$ cat config.mk
export PLATFORM = sky130hd
export DESIGN_NAME = encoder_pi_speed_controller
export DESIGN_NICKNAME = d
export VERILOG_FILES = /design/src/rtl/core/pisc_pkg.sv /design/src/rtl/core/encoder_pi_speed_controller.sv /design/src/rtl/core/pisc_cfg_regs.sv /design/src/rtl/core/pisc_in_stage.sv /design/src/rtl/core/pisc_law.sv /design/src/rtl/core/pisc_out_stage.sv
export SDC_FILE = /design/constraint.sdc
export NUM_CORES = 1
export LEC_CHECK = 0
export BUFFER_PORTS_ARGS = -buffer_cell sky130_fd_sc_hd__buf_2
export CORE_MARGIN = 1.5
export CORE_UTILIZATION = 62
export CTS_CLUSTER_DIAMETER = 30
export DETAILED_ROUTE_END_ITERATION = 10
export PLACE_DENSITY = 0.8
export SLEW_MARGIN = 20
export SYNTH_ARGS = -nofsm -noshare
export SYNTH_HDL_FRONTEND = slang
export SYNTH_SLANG_ARGS = --single-unit
$ cat constraint.sdc
create_clock -name clk -period 19.8 [get_ports clk]
set_input_delay 3.96 -clock clk [delete_from_list [all_inputs] [get_ports clk]]
set_output_delay 3.96 -clock clk [all_outputs]
set_load 0.005 [all_outputs]
$ cat src/rtl/core/pisc_pkg.sv
// ----------------------------------------------------------------------------
// pisc_pkg
// Shared widths, register indexes, override codes, reset values, payload
// types and the symmetric clamp used by the PI speed controller.
// ----------------------------------------------------------------------------
package pisc_pkg;

  localparam int CountW  = 16;
  localparam int TargetW = 16;
  localparam int OvrW    = 2;
  localparam int GainW   = 8;
  localparam int LimitW  = 11;
  localparam int DriveW  = 12;
  localparam int SpeedW  = 16;
  localparam int IdxW    = 3;
  localparam int ErrW    = 18;
  localparam int ProdW   = 26;
  localparam int SumW    = 27;

  localparam logic [IdxW-1:0] REG_PROP_GAIN = 3'd0;
  localparam logic [IdxW-1:0] REG_INT_GAIN  = 3'd1;
  localparam logic [IdxW-1:0] REG_INT_LIMIT = 3'd2;
  localparam logic [IdxW-1:0] REG_OUT_LIMIT = 3'd3;
  localparam logic [IdxW-1:0] REG_DEADBAND  = 3'd4;

  localparam logic [OvrW-1:0] OVR_NORMAL = 2'd0;
  localparam logic [OvrW-1:0] OVR_COAST  = 2'd1;
  localparam logic [OvrW-1:0] OVR_BRAKE  = 2'd2;

  localparam logic [GainW-1:0]  PROP_GAIN_RST = 8'd15;
  localparam logic [GainW-1:0]  INT_GAIN_RST  = 8'd2;
  localparam logic [LimitW-1:0] INT_LIMIT_RST = 11'd100;
  localparam logic [LimitW-1:0] OUT_LIMIT_RST = 11'd980;
  localparam logic [LimitW-1:0] DEADBAND_RST  = 11'd70;

  typedef struct packed {
    logic [GainW-1:0]  prop_gain;
    logic [GainW-1:0]  int_gain;
    logic [LimitW-1:0] int_limit;
    logic [LimitW-1:0] out_limit;
    logic [LimitW-1:0] deadband;
  } cfg_t;

  typedef struct packed {
    logic [CountW-1:0]         encoder_count;
    logic signed [TargetW-1:0] speed_target;
    logic [OvrW-1:0]           drive_override;
  } item_t;

  typedef struct packed {
    logic signed [DriveW-1:0] drive_level;
    logic                     pin_a;
    logic                     pin_b;
    logic signed [SpeedW-1:0] measured_speed;
  } result_t;

  typedef struct packed {
    logic valid;
    logic take;
  } xfer_t;

  function automatic logic signed [DriveW-1:0] clamp_sym(
    input logic signed [SumW-1:0] v,
    input logic [LimitW-1:0]      lim
  );
    logic signed [SumW-1:0] hi;
    logic signed [SumW-1:0] lo;
    logic signed [SumW-1:0] r;
    hi = SumW'($signed({1'b0, lim}));
    lo = -hi;
    if (v > hi) begin
      r = hi;
    end else if (v < lo) begin
      r = lo;
    end else begin
      r = v;
    end
    return r[DriveW-1:0];
  endfunction

endpackage

$ cat src/rtl/core/encoder_pi_speed_controller.sv
// ----------------------------------------------------------------------------
// encoder_pi_speed_controller
// PI speed loop for one DC motor: encoder count in, drive level and
// H-bridge pin levels out.
// ----------------------------------------------------------------------------
// Usage:
//   Input channel (in_valid/in_ready): one transaction per control tick with
//   the raw encoder count, the signed speed target and the drive override.
//   Result channel (out_valid/out_ready): one transaction per input, in
//   order, with drive level, bridge pins and measured speed.
//   Configuration (cfg_we/cfg_index/cfg_data): gains, limits and deadband,
//   written through an indexed port; write only while no transaction is in flight.
//   Path: the accepted input waits in the input register, the result is
//   computed from it combinationally and captured in the result register.
//   Throughput: one transaction per cycle while out_ready is high. The
//   integrator and previous count update in the same cycle the result loads.
//   Stall: while the receiver holds out_ready low the result register holds,
//   an empty input register takes one more transaction, then in_ready drops.
//   Reset: both registers empty, previous count and integrator zero, the
//   configuration registers return to their default values.
// ----------------------------------------------------------------------------
module encoder_pi_speed_controller (
  input  logic                                clk,
  input  logic                                rst_n,
  input  logic                                cfg_we,
  input  logic [pisc_pkg::IdxW-1:0]           cfg_index,
  input  logic [pisc_pkg::LimitW-1:0]         cfg_data,
  input  logic                                in_valid,
  output logic                                in_ready,
  input  logic [pisc_pkg::CountW-1:0]         in_encoder_count,
  input  logic signed [pisc_pkg::TargetW-1:0] in_speed_target,
  input  logic [pisc_pkg::OvrW-1:0]           in_drive_override,
  output logic                                out_valid,
  input  logic                                out_ready,
  output logic signed [pisc_pkg::DriveW-1:0]  out_drive_level,
  output logic                                out_pin_a,
  output logic                                out_pin_b,
  output logic signed [pisc_pkg::SpeedW-1:0]  out_measured_speed
);

  pisc_pkg::cfg_t    cfg;
  pisc_pkg::item_t   in_item;
  pisc_pkg::item_t   item;
  pisc_pkg::result_t res;
  pisc_pkg::result_t out_res;
  pisc_pkg::xfer_t   xfer;
  logic              stage_valid;
  logic              take;

  assign in_item.encoder_count  = in_encoder_count;
  assign in_item.speed_target   = in_speed_target;
  assign in_item.drive_override = in_drive_override;

  assign xfer.valid = stage_valid;
  assign xfer.take  = take;

  pisc_cfg_regs u_cfg (
    .clk       (clk),
    .rst_n     (rst_n),
    .cfg_we    (cfg_we),
    .cfg_index (cfg_index),
    .cfg_data  (cfg_data),
    .cfg       (cfg)
  );

  pisc_in_stage u_in (
    .clk      (clk),
    .rst_n    (rst_n),
    .in_valid (in_valid),
    .in_ready (in_ready),
    .in_item  (in_item),
    .take     (take),
    .valid    (stage_valid),
    .item     (item)
  );

  pisc_law u_law (
    .clk   (clk),
    .rst_n (rst_n),
    .cfg   (cfg),
    .item  (item),
    .xfer  (xfer),
    .res   (res)
  );

  pisc_out_stage u_out (
    .clk       (clk),
    .rst_n     (rst_n),
    .valid     (stage_valid),
    .res       (res),
    .take      (take),
    .out_valid (out_valid),
    .out_ready (out_ready),
    .out_res   (out_res)
  );

  assign out_drive_level    = out_res.drive_level;
  assign out_pin_a          = out_res.pin_a;
  assign out_pin_b          = out_res.pin_b;
  assign out_measured_speed = out_res.measured_speed;

endmodule

$ cat src/rtl/core/pisc_cfg_regs.sv
// ----------------------------------------------------------------------------
// pisc_cfg_regs
// Gain, limit and deadband registers behind a plain indexed write port.
// ----------------------------------------------------------------------------
module pisc_cfg_regs (
  input  logic                         clk,
  input  logic                         rst_n,
  input  logic                         cfg_we,
  input  logic [pisc_pkg::IdxW-1:0]    cfg_index,
  input  logic [pisc_pkg::LimitW-1:0]  cfg_data,
  output pisc_pkg::cfg_t               cfg
);

  pisc_pkg::cfg_t cfg_r;
  pisc_pkg::cfg_t cfg_nxt;

  always_comb begin
    cfg_nxt = cfg_r;
    if (cfg_we) begin
      unique case (cfg_index)
        pisc_pkg::REG_PROP_GAIN: cfg_nxt.prop_gain = cfg_data[pisc_pkg::GainW-1:0];
        pisc_pkg::REG_INT_GAIN:  cfg_nxt.int_gain  = cfg_data[pisc_pkg::GainW-1:0];
        pisc_pkg::REG_INT_LIMIT: cfg_nxt.int_limit = cfg_data;
        pisc_pkg::REG_OUT_LIMIT: cfg_nxt.out_limit = cfg_data;
        pisc_pkg::REG_DEADBAND:  cfg_nxt.deadband  = cfg_data;
        default:                 cfg_nxt = cfg_r;
      endcase
    end
  end

  always_ff @(posedge clk) begin
    if (!rst_n) begin
      cfg_r.prop_gain <= pisc_pkg::PROP_GAIN_RST;
      cfg_r.int_gain  <= pisc_pkg::INT_GAIN_RST;
      cfg_r.int_limit <= pisc_pkg::INT_LIMIT_RST;
      cfg_r.out_limit <= pisc_pkg::OUT_LIMIT_RST;
      cfg_r.deadband  <= pisc_pkg::DEADBAND_RST;
    end else begin
      cfg_r <= cfg_nxt;
    end
  end

  assign cfg = cfg_r;

endmodule

$ cat src/rtl/core/pisc_in_stage.sv
// ----------------------------------------------------------------------------
// pisc_in_stage
// Input register: captures one transaction and holds it until the result
// stage takes it.
// ----------------------------------------------------------------------------
module pisc_in_stage (
  input  logic            clk,
  input  logic            rst_n,
  input  logic            in_valid,
  output logic            in_ready,
  input  pisc_pkg::item_t in_item,
  input  logic            take,
  output logic            valid,
  output pisc_pkg::item_t item
);

  logic            valid_r;
  logic            valid_nxt;
  logic            load;
  pisc_pkg::item_t item_r;

  assign in_ready = !valid_r || take;
  assign load     = in_valid && in_ready;

  always_comb begin
    valid_nxt = valid_r;
    if (load) begin
      valid_nxt = 1'b1;
    end else if (take) begin
      valid_nxt = 1'b0;
    end
  end

  always_ff @(posedge clk) begin
    if (!rst_n) begin
      valid_r <= 1'b0;
    end else begin
      valid_r <= valid_nxt;
    end
  end

  always_ff @(posedge clk) begin
    if (load) begin
      item_r <= in_item;
    end
  end

  assign valid = valid_r;
  assign item  = item_r;

endmodule

$ cat src/rtl/core/pisc_law.sv
// ----------------------------------------------------------------------------
// pisc_law
// Speed measurement, PI law with clamped integrator, drive clamp and bridge
// pin decode. Holds the previous count and the integrator.
// ----------------------------------------------------------------------------
module pisc_law (
  input  logic              clk,
  input  logic              rst_n,
  input  pisc_pkg::cfg_t    cfg,
  input  pisc_pkg::item_t   item,
  input  pisc_pkg::xfer_t   xfer,
  output pisc_pkg::result_t res
);

  logic [pisc_pkg::CountW-1:0]         prev_count_r;
  logic signed [pisc_pkg::DriveW-1:0]  integ_r;
  logic signed [pisc_pkg::DriveW-1:0]  integ_nxt;
  logic                                fire;

  logic [pisc_pkg::CountW-1:0]         diff;
  logic signed [pisc_pkg::SpeedW-1:0]  speed;
  logic signed [pisc_pkg::ErrW-1:0]    err;
  logic signed [pisc_pkg::ProdW-1:0]   int_prod;
  logic signed [pisc_pkg::ProdW-1:0]   prop_prod;
  logic signed [pisc_pkg::SumW-1:0]    int_sum;
  logic signed [pisc_pkg::SumW-1:0]    drive_sum;
  logic signed [pisc_pkg::DriveW-1:0]  drive;
  logic signed [pisc_pkg::DriveW-1:0]  db_pos;
  logic signed [pisc_pkg::DriveW-1:0]  db_neg;
  logic                                pa;
  logic                                pb;

  assign fire = xfer.valid && xfer.take;

  always_comb begin
    diff      = item.encoder_count - prev_count_r;
    speed     = $signed(diff);
    err       = pisc_pkg::ErrW'(item.speed_target) - pisc_pkg::ErrW'(speed);
    int_prod  = pisc_pkg::ProdW'($signed({1'b0, cfg.int_gain})) * pisc_pkg::ProdW'(err);
    prop_prod = pisc_pkg::ProdW'($signed({1'b0, cfg.prop_gain})) * pisc_pkg::ProdW'(err);
    int_sum   = pisc_pkg::SumW'(integ_r) + pisc_pkg::SumW'(int_prod);
    integ_nxt = pisc_pkg::clamp_sym(int_sum, cfg.int_limit);
    drive_sum = pisc_pkg::SumW'(prop_prod) + pisc_pkg::SumW'(integ_nxt);
    drive     = pisc_pkg::clamp_sym(drive_sum, cfg.out_limit);
    db_pos    = $signed({1'b0, cfg.deadband});
    db_neg    = -db_pos;
  end

  always_comb begin
    pa = 1'b0;
    pb = 1'b0;
    unique case (item.drive_override)
      pisc_pkg::OVR_COAST: begin
        pa = 1'b0;
        pb = 1'b0;
      end
      pisc_pkg::OVR_BRAKE: begin
        pa = 1'b1;
        pb = 1'b1;
      end
      default: begin
        if (drive > db_pos) begin
          pb = 1'b1;
        end else if (drive < db_neg) begin
          pa = 1'b1;
        end
      end
    endcase
  end

  always_ff @(posedge clk) begin
    if (!rst_n) begin
      prev_count_r <= '0;
      integ_r      <= '0;
    end else if (fire) begin
      prev_count_r <= item.encoder_count;
      integ_r      <= integ_nxt;
    end
  end

  assign res.drive_level    = drive;
  assign res.pin_a          = pa;
  assign res.pin_b          = pb;
  assign res.measured_speed = speed;

endmodule

$ cat src/rtl/core/pisc_out_stage.sv
// ----------------------------------------------------------------------------
// pisc_out_stage
// Result register: holds a finished transaction until the receiver takes it
// and frees the input register whenever it can advance.
// ----------------------------------------------------------------------------
module pisc_out_stage (
  input  logic              clk,
  input  logic              rst_n,
  input  logic              valid,
  input  pisc_pkg::result_t res,
  output logic              take,
  output logic              out_valid,
  input  logic              out_ready,
  output pisc_pkg::result_t out_res
);

  logic              out_valid_r;
  logic              out_valid_nxt;
  pisc_pkg::result_t out_res_r;

  assign take = !out_valid_r || out_ready;

  always_comb begin
    out_valid_nxt = out_valid_r;
    if (take) begin
      out_valid_nxt = valid;
    end
  end

  always_ff @(posedge clk) begin
    if (!rst_n) begin
      out_valid_r <= 1'b0;
    end else begin
      out_valid_r <= out_valid_nxt;
    end
  end

  always_ff @(posedge clk) begin
    if (take && valid) begin
      out_res_r <= res;
    end
  end

  assign out_valid = out_valid_r;
  assign out_res   = out_res_r;

endmodule

# After elaboration in Yosys (flattened, before gate mapping)
# Index checks and enable logic that the tools add are counted.
dict set report op_classes {
  addsub 7
  multipliers 2
  n_lt_le_gt_ge 6
  n_eq_ne 6
  n_mux 11
  n_reduce_logical 13
}
# operator n
set op_table {}
lappend op_table {{$gt 27x12->1} 2}
lappend op_table {{$lt 27x27->1} 2}
lappend op_table {{$neg 11->27} 2}
lappend op_table {{$mul 9x17->26} 2}
lappend op_table {{$mux 12} 4}
lappend op_table {{$add 12x26->27} 1}
lappend op_table {{$add 26x12->27} 1}
lappend op_table {{$sub 16x16->17} 1}
lappend op_table {{$sub 16x16->16} 1}
lappend op_table {{$gt 12x12->1} 1}
lappend op_table {{$lt 12x12->1} 1}
lappend op_table {{$neg 11->12} 1}
lappend op_table {{$reduce_and 2->1} 5}
lappend op_table {{$eq 3x2->1 const B} 2}
lappend op_table {{$mux 1} 5}
lappend op_table {{$pmux 1 s2} 2}
lappend op_table {{$eq 3x1->1 const B} 1}
lappend op_table {{$eq 3x3->1 const B} 1}
lappend op_table {{$logic_not 3->1} 1}
lappend op_table {{$eq 2x1->1 const B} 1}
lappend op_table {{$eq 2x2->1 const B} 1}
lappend op_table {{$logic_and 1x1->1} 2}
lappend op_table {{$logic_not 1->1} 2}
lappend op_table {{$logic_or 1x1->1} 2}
lappend op_table {{$reduce_bool 2->1} 1}
dict set report totals {
  ff_bits 143
  in_bits 53
}

# Logic depth before layout (Yosys ltp)
# Gate-level depths: netlist of run 1.
dict set report logic_depth {
  ltp_word 15
  depth_mapped 91
  ltp_nobuf 85
}

# Modules after synthesis
# A second synthesis of run 1 with hierarchy kept.
dict set report hier_totals {
  hier_cells 2436
  hier_area_um2 21714.6
}
# mod n_inst cells_per_inst area_per_inst_um2 seq_area_each_um2
set modules_own_cells {}
lappend modules_own_cells {pisc_law 1 2174 17744.5 560.5}
lappend modules_own_cells {pisc_cfg_regs 1 188 1933.1 980.9}
lappend modules_own_cells {pisc_in_stage 1 39 1078.5 1041.0}
lappend modules_own_cells {pisc_out_stage 1 35 958.4 920.9}

# Worst setup path before layout of run 1
# Ideal clock, no wire load.
dict set report synth_timing {
  kind {register to register}
  startpoint {register u_in.item_r, in the netlist u_in.item[20]}
  endpoint {register u_out.out_res_r, in the netlist u_out.out_res[16] (data pin)}
  t_arrival_ps 16768
  path_slack_ps 2778
  path_stages_with_launch 80
  n_path_buf 6
  period_less_slack_ps 17022
  cell_sequence {edfxtp_1 > ha_1 > nor2b_1 > o31a_1 > nor2_1 > a21oi_1 > nor2_1 > o21bai_1 > a21o_1 > xnor2_1 > ha_1 > o21a_1 > o22ai_1 > a21o_1 > o311ai_1 > maj3_1 > nor2_1 > o21ai_0 > [... 44 more ...] > nor4_1 > a22o_1 > clkbuf_1 > a21oi_1 > o21ai_0 > ha_1 > nor2b_1 > o21a_1 > o21a_1 > o21a_1 > o21ai_0 > nand2b_1 > a21oi_1 > o21ai_0 > a21oi_1 > o21a_1 > a41oi_1 > o21a_1}
}
# element line
set synth_lines {}
lappend synth_lines {{from (decl)} pisc_in_stage.sv:20} ;# pisc_pkg::item_t item_r;
lappend synth_lines {{from (signal assigned)} pisc_in_stage.sv:44} ;# item_r <= in_item;
lappend synth_lines {{to (signal assigned)} pisc_out_stage.sv:40} ;# out_res_r <= res;
lappend synth_lines {{to (decl)} pisc_out_stage.sv:19} ;# pisc_pkg::result_t out_res_r;

==> results of run 1 <==
[cell usage in the layout (no fill, tap or decap), types with 60 or more instances in the layout]
cell and n:
dfxtp_1 79, nor2_1 99, o21ai_0 75, and2_1 148, buf_2 84, a21oi_1 102
edfxtp_1 64, xnor2_1 60, ha_1 257, nand2_1 316, inv_1 422, fa_1 263
[cells by family (layout without fill, tap and decap cells)]
group | count (synthesis) | after routing | share of synthesized area [%]
AND/OR/NAND/NOR | 791 | 791 | 17.7
adder cells (fa/ha/maj) | 521 | 521 | 39.0
buffers and inverters | 508 | 553 | 8.85
AO/OA/AOI/OAI | 452 | 452 | 13.9
flip-flops | 143 | 143 | 16.1
XOR/XNOR | 94 | 94 | 3.78
multiplexers | 14 | 14 | 0.649
other | 0 | 1 | 0
[layer usage]
layer  wire length [microns]  track usage, %  up-vias  share of wire (%)
met5                       0               0        -                  0
met4                    2030            12.6        0                3.8
met3                    3700            4.69      111                6.9
met2                   25600            52.4      632                 48
met1                   22500            40.6     8656                 42
li1                        -               -     8346                  -
[flip-flops by register name, indices dropped and copies added, names as in the netlist]
name	cells
u_cfg.cfg	49
u_in.item	34
u_out.out_res	30
u_law.prev_count_r	16
u_law.integ_r	12
u_in.valid	1
u_out.out_valid	1
[metrics by stage]
stage | hold slack, ps | util, % | instances | setup WS, ps | area [sq um]
after floorplan | 436 | - | 2523 | 2780 | 21800
after global placement | 453 | 65.5 | 2992 | 2160 | 22600
after detailed placement | 460 | 65.5 | 2992 | 1570 | 22600
after CTS | 471 | 67.2 | 3023 | 1450 | 23200
after global routing | 487 | 67.3 | 3024 | 54.6 | 23200
final | 475 | 67.3 | 3024 | 1430 | 23200
[area by class of cell]
class / count / area (sq um) / share of cell area [%]
Multi-Input combinational cell: 1872 / 16400 / 70.7
Timing Repair Buffer: 99 / 533 / 2.29
Antenna cell: 1 / 2.50 / 0.0108
Sequential cell: 143 / 3500 / 15.1
Inverter: 423 / 1590 / 6.83
Tap cell: 455 / 569 / 2.45
Clock inverter: 14 / 181 / 0.781
Clock buffer: 17 / 425 / 1.83
[synthesized netlist by cell type (all sizes together) (39+ instances only)]
cell | number | area, sq um
inv | 423 | 1590
nand2 | 318 | 1200
fa | 263 | 5270
ha | 257 | 3220
and2 | 148 | 926
a21oi | 102 | 510
nor2 | 100 | 375
o21ai | 83 | 434
dfxtp | 79 | 1580
clkbuf | 77 | 292
xnor2 | 67 | 587
edfxtp | 64 | 1920
a21boi | 56 | 420
a21o | 44 | 330
nand3 | 43 | 215
nor3 | 39 | 195
[worst max-delay path: cells and delay by family, from the launching register on]
family / cells / cell delay (ps)
AO/OA/AOI/OAI: 34 / 6640
XOR/XNOR: 5 / 1470
adder cells (fa/ha/maj): 14 / 5770
buffers and inverters: 7 / 930
flip-flops: 1 / 350
multiplexers: 1 / 620
AND/OR/NAND/NOR: 14 / 2290
[worst paths after layout]
check | startpoint | end | slack [ps] | cells past startpoint
setup / recovery | u_in.item[18]$_DFFE_PP_ | u_out.out_res[16]$_DFFE_PP_ | 1430 | 75
hold / removal | u_law.integ_r[1]$_SDFFE_PN0P_ | u_law.integ_r[1]$_SDFFE_PN0P_ | 480 | 2
setup reg to reg | u_in.item[18]$_DFFE_PP_ | u_out.out_res[16]$_DFFE_PP_ | 1430 | 75
hold reg to reg | u_law.integ_r[1]$_SDFFE_PN0P_ | u_law.integ_r[1]$_SDFFE_PN0P_ | 480 | 2
==> summary.txt, run 1 <==
Synthesis
  • Yosys warnings: 0
  • Net Count, Synth: 3096
  • Yosys cell types: 79
  • #FFs+latches synth: 143
  • Top FF cell, synth: dfxtp_1
  • Post-synth EDFFs: 64
  • Syn Std Cell Area: 0.0218 sq mm
  • Post-Syn Area per Cell: 8.64 sq um
  • Cell count after synthesis: 2523
  • FFs w/ async S/R, synth: 0%
  • Sequential area share after synthesis: 16.1%

Die
  • Chip width: 190 microns
  • Die ar.: 0.0363 sq mm
  • Initial Util: 63.1%
  • Core area: 0.0345 sq mm
  • Io pins: 85
  • Die height: 190 microns
  • Standard-cell rows: 68

CTS
  • CTS H-Tree Depth: 4
  • TritonCTS clock tree: done
  • Max clock buf depth: 2
  • CTS clk-pin slew, worst paths: 70 ps
  • Skew-Pair Late Insertion Delay: 430 ps
  • Clock Root Buffer: clkbuf_16
  • CTS Hold Buffers Added: 0
  • Postcts setup bufs: 0
  • PostCTS Resize Cnt: 0
  • Num Clock Sinks: 143
  • CTS Buf Count: 17

Timing
  • Fin Setup TNS: 0 ps
  • Finish-stage setup viols: 0
  • Worst slew margin: 24.0%
  • Period Utilization, post-route: 92.8%
  • RSZ-0062 raised after global routing: no
  • Slew Viols, Final: 0
  • Tmin final: 18370 ps
  • Fin Clk Skew: 12.0 ps
  • Max Fclk: 54.4 MHz
  • Fin. Hold Viols: 0
  • Tightest Pin Transition: 1140 ps

Drt
  • Iteration-0 DRC Markers: 1283
  • Wire per inst: 17.8 microns
  • Residual DRC: 0
  • Post-route ant nets: 0
  • Total Wirelength: 53.9 mm
  • Vias: 17745
  • Vias per cell: 5.87
  • DRT Pass-1 Iters: 5

Worst hold path
  • Worst hold path type: reg2reg

Global route
  • First-pass GRT wire length: 90.5 mm
  • Largest net degree at the start of global routing: 85
  • Initial antenna violation count: 1
  • Vias in the first global route: 18418
  • GRT Total Usage: 31.3%
  • Gr ovfl total: 0

Placement
  • Port bufs: 84
  • RePlAce Congestion: 0.960
  • Dpl hpwl: 42.3 mm

Worst setup path
  • Req. time, crit path: 19990 ps
  • Critical path startpoint category: register
  • Worst path slowest cell: xnor2_2
  • Max incr delay on CP: 830 ps
  • Worst-path fanout max: 24
  • WS Path Type: reg2reg
  • Critical Path AT: 18560 ps
  • CP endpoint kind: register

Cells and area
  • Nets@finish: 3129
  • Layout cell share with drive strength beyond 1: 6.43%
  • Area Overhead vs Synth: 6.64%
  • Fill count: 2811

Outcome
  • Outcome: finished, final reports clean

Flow run
  • Number of max-cap violations: 0
Power of run 1 is not shown: default switching activity piles up to over one toggle a cycle in this logic, so the estimate is an artifact.
==> run 2: changes to the inputs <==
BUFFER_PORTS_ARGS = -buffer_cell sky130_fd_sc_hd__buf_4   (was -buffer_cell sky130_fd_sc_hd__buf_2)
CORE_UTILIZATION = 50   (was 62)
PLACE_DENSITY = 0.67   (was 0.8)
RECOVER_POWER = 50   (was not set)
==> summary.txt, run 2 (synthesis results as in run 1) <==
Cells and area
  • Most frequent cells in the layout: inv_1, nand2_1, fa_1, ha_1, and2_1
  • Layout cell share with drive strength beyond 1: 6.15%
  • Post-layout util: 54.7%
  • Area Overhead vs Synth: 8.07%
  • Commonest non-fill, non-tap cell in the layout: inv_1
  • Max FFs per register: 49
  • Nets@finish: 3129

Worst setup path
  • Worst-case reg-to-reg path depth: 77
  • WS Path Type: reg2reg
  • Worst path slowest cell: mux2i_2
  • Critical path startpoint category: register
  • R2R Path End: u_out.out_res[16]$_DFFE_PP_
  • Crit path from: u_in.item[18]$_DFFE_PP_
  • FF-to-FF Start: u_in.item[18]$_DFFE_PP_
  • Req. time, crit path: 20000 ps
  • CP endpoint kind: register
  • R2R setup slack: 1690 ps
  • Worst-path fanout max: 24
  • Critical Path AT: 18310 ps
  • Max incr delay on CP: 650 ps

Global route
  • GRT Total Usage: 25.7%
  • Initial antenna violation count: 0
  • First-pass GRT wire length: 91.4 mm
  • Largest net degree at the start of global routing: 85
  • Vias in the first global route: 18084
  • Gr ovfl total: 0

Timing
  • PnR worst setup slack: 1690 ps
  • Final hold slack: 466 ps
  • Tmin final: 18110 ps
  • Fin. Hold Viols: 0
  • Period Utilization, post-route: 91.5%
  • Fin Clk Skew: 9.52 ps
  • Tightest Pin Transition: 3620 ps
  • Finish-stage setup viols: 0
  • RSZ-0062 raised after global routing: no
  • Worst slew margin: -141%
  • Fin Setup TNS: 0 ps
  • Slew Viols, Final: 120
  • Max Fclk: 55.2 MHz

Worst hold path
  • Min-Delay Endpoint: u_law.prev_count_r[3]$_SDFFE_PN0P_
  • HP Start: u_law.prev_count_r[3]$_SDFFE_PN0P_
  • Worst hold stages: 2
  • Worst hold path type: reg2reg

Drt
  • DRT Pass-1 Iters: 6
  • Wire per inst: 17.3 microns
  • Post-route ant nets: 0
  • Vias per cell: 5.50
  • Iteration-0 DRC Markers: 985
  • Vias: 17350
  • Residual DRC: 0
  • Total Wirelength: 54.6 mm

Placement
  • Pre-CTS WS: 995 ps
  • Dpl hpwl: 44.5 mm
  • Port bufs: 84
  • RePlAce Congestion: 0.913

Die
  • Core area: 0.0431 sq mm
  • Chip width: 212 microns
  • Die height: 212 microns
  • Die ar.: 0.0448 sq mm
  • Initial Util: 50.6%
  • Io pins: 85
  • Standard-cell rows: 76

CTS
  • Skew-Pair Late Insertion Delay: 440 ps
  • Postcts setup bufs: 0
  • CTS H-Tree Depth: 4
  • CTS clk-pin slew, worst paths: 60 ps
  • CTS Buf Count: 17
  • Clock Root Buffer: clkbuf_16
  • TritonCTS clock tree: done
  • Num Clock Sinks: 143
  • Max clock buf depth: 2

Outcome
  • Failing checks: capacitance limit, slew limit
  • Outcome: finished, violations left

Flow run
  • Number of max-cap violations: 2
[run 2: changes by cell type in the layout (fill, tap and decap cells not counted), sizes merged]
| cell | previous run | this run |
|---|---|---|
| inv | 428 | 423 |
| clkinvlp | 2 | 0 |
| clkinv | 4 | 6 |
| clkbuf | 17 | 92 |
| buf | 99 | 32 |
| bufinv | 3 | 1 |
[run 2: metrics by stage]
step / instances / instance area, sq um
after floorplan: 2523 / 21800
after global placement: 3122 / 23000
after detailed placement: 3122 / 23000
after CTS: 3154 / 23500
after global routing: 3154 / 23500
final: 3155 / 23500
[run 2: routing by layer]
layer	GRT usage [%]	up-vias	share of wire [%]
li1	-	8342	-
met1	34.6	8514	45
met2	42.7	405	47
met3	2.91	89	4.3
met4	9.26	0	3.3
met5	0	-	0
[run 2: how the worst max path moves through the flow]
| stage | to | slack (ps) |
|---|---|---|
| after floorplan | u_out.out_res[16]$_DFFE_PP_ | 2780 |
| after global placement | u_out.out_res[16]$_DFFE_PP_ | 1460 |
| after detailed placement | u_out.out_res[16]$_DFFE_PP_ | 1000 |
| after CTS | u_out.out_res[16]$_DFFE_PP_ | 940 |
| after global routing | u_out.out_res[16]$_DFFE_PP_ | 150 |
| final | u_out.out_res[16]$_DFFE_PP_ | 1690 |
[run 2: layout make-up]
| type | instances | area (sq um) |
|---|---|---|
| fill | 3998 | 19500 |
| tap | 585 | 732 |
| clock buffer | 25 | 487 |
| timing repair buffer | 99 | 728 |
| sequential | 143 | 3500 |
| multi-input combinational | 1872 | 16400 |
| inverter | 423 | 1590 |
| clock inverter | 7 | 62.6 |
| antenna | 1 | 2.50 |
[run 2: repair_timing]
item                                    CTS  global route
hold buffers                              0             0
endpoints found under the hold margin     0             0
endpoints found under the setup margin    0             2
gates resized for setup                   0             6
[run 2: critical path, delay by kind of cell, from the launching register on]
family          cells  cell delay [ps]
simple gates       16             2760
mux                 1              650
xor+xnor            3              550
buf+inv             8             1010
compound gates     34             6640
flops               1              400
fa+ha+maj          15             5820
Power of run 2 is left out for the same reason.
==> run 3: changes to the inputs <==
BUFFER_PORTS_ARGS = not set   (was -buffer_cell sky130_fd_sc_hd__buf_4)
DONT_BUFFER_PORTS = 1   (was not set)
PLACE_DENSITY = not set   (was 0.67)
==> summary.txt, run 3 (synthesis results as in run 1) <==
Drt
  • Vias: 16927
  • Wire per inst: 18.0 microns
  • Total Wirelength: 55.4 mm
  • Residual DRC: 0
  • Iteration-0 DRC Markers: 960
  • Post-route ant nets: 0
  • Vias per cell: 5.50
  • DRT Pass-1 Iters: 7

Cells and area
  • Nets@finish: 3050
  • Fill count: 4044
  • Layout cell share with drive strength beyond 1: 3.29%
  • Max FFs per register: 49
  • Area Overhead vs Synth: 5.51%
  • Most frequent cells in the layout: inv_1, nand2_1, fa_1, ha_1, and2_1
  • Commonest non-fill, non-tap cell in the layout: inv_1

CTS
  • CTS H-Tree Depth: 4
  • TritonCTS clock tree: done
  • CTS Buf Count: 17
  • Max clock buf depth: 2
  • Num Clock Sinks: 143
  • CTS clk-pin slew, worst paths: 70 ps
  • Clock Root Buffer: clkbuf_16
  • Skew-Pair Late Insertion Delay: 440 ps
  • Postcts setup bufs: 0

Die
  • Standard-cell rows: 76
  • Die height: 212 microns
  • Io pins: 85
  • Initial Util: 50.6%
  • Chip width: 212 microns
  • Core area: 0.0431 sq mm
  • Die ar.: 0.0448 sq mm

Timing
  • Worst slew margin: -69.4%
  • Fin Clk Skew: 15.5 ps
  • Slew Viols, Final: 35
  • Tightest Pin Transition: 2540 ps
  • Fin Setup TNS: 0 ps
  • RSZ-0062 raised after global routing: no
  • Max Fclk: 54.6 MHz
  • Period Utilization, post-route: 92.5%
  • Tmin final: 18320 ps
  • Finish-stage setup viols: 0
  • PnR worst setup slack: 1480 ps
  • Fin. Hold Viols: 0

Outcome
  • Outcome: finished, violations left
  • Failing checks: capacitance limit, slew limit

Worst setup path
  • Critical path startpoint category: register
  • Worst path slowest cell: nor4b_1
  • WS Path Type: reg2reg
  • CP endpoint kind: register
  • Max incr delay on CP: 550 ps
  • Worst-path fanout max: 24
  • R2R setup slack: 1480 ps
  • FF-to-FF Start: u_in.item[18]$_DFFE_PP_
  • Req. time, crit path: 19990 ps
  • Critical Path AT: 18510 ps
  • Worst-case reg-to-reg path depth: 84
  • Most common cell on crit path: o21ai_0
  • R2R Path End: u_out.out_res[16]$_DFFE_PP_

Placement
  • RePlAce Congestion: 0.949
  • Port bufs: 0
  • Pre-CTS WS: 1470 ps
  • Dpl hpwl: 44.6 mm

Global route
  • First-pass GRT wire length: 91.2 mm
  • Largest net degree at the start of global routing: 85
  • Initial antenna violation count: 0
  • GRT Total Usage: 25.8%
  • Vias in the first global route: 17244
  • Gr ovfl total: 0

Worst hold path
  • Worst hold path type: reg2reg
  • HP Start: u_law.prev_count_r[13]$_SDFFE_PN0P_
  • Min-Delay Endpoint: u_law.prev_count_r[13]$_SDFFE_PN0P_
  • Worst hold stages: 2

Flow run
  • Number of max-cap violations: 1
## run 3: per-stage QoR
stage               utilization (%)  cell area [sq um]  hold slack (ps)  instances
global placement               51.9              22400              449       3043
floorplan                         -              21800              436       2523
global route                   53.4              23000              482       3074
detailed placement             51.9              22400              459       3043
finish                         53.4              23000              464       3075
CTS                            53.4              23000              467       3074
## run 3: worst max path at each step
stage / endpoint / startpoint / slack (ps)
final: u_out.out_res[16]$_DFFE_PP_ / u_in.item[18]$_DFFE_PP_ / 1480
after global routing: u_out.out_res[16]$_DFFE_PP_ / u_in.item[18]$_DFFE_PP_ / 30
after CTS: u_out.out_res[16]$_DFFE_PP_ / u_in.item[18]$_DFFE_PP_ / 1400
after detailed placement: u_out.out_res[16]$_DFFE_PP_ / u_in.item[22]$_DFFE_PP_ / 1470
after global placement: u_out.out_res[16]$_DFFE_PP_ / u_in.item[18]$_DFFE_PP_ / 1810
after floorplan: u_out.out_res[16]$_DFFE_PP_ / u_in.item[20]$_DFFE_PP_ / 2780
## run 3: cell type report
cell class	instances	area [sq um]	area share [%]
clock buffer	18	450	1.96
sequential	143	3500	15.2
multi-input combinational	1872	16400	71.3
tap	585	732	3.18
inverter	423	1590	6.91
timing repair buffer	20	150	0.653
antenna	1	2.50	0.0109
clock inverter	13	181	0.789
## run 3: layer usage
layer | up-vias | track usage [%] | part of all wire, %
li1 | 8179 | - | -
met4 | 0 | 5.34 | 1.8
met3 | 68 | 2.95 | 2.9
met2 | 305 | 44.0 | 48
met1 | 8375 | 35.4 | 47
met5 | - | 0 | 0
## run 3: critical path: cells and delay by family (launching register included)
kind	cells	cell delay, ps
compound gates	37	6140
xor+xnor	3	670
fa+ha+maj	15	5970
buf+inv	6	530
flops	1	340
simple gates	23	4360
## run 3: repair_timing
item,4_1_cts,5_1_grt
resized for setup,0,1
hold buffers,0,0
setup endpoints to repair,0,2
endpoints found under the hold margin,0,0
Power of run 3 is left out for the same reason.
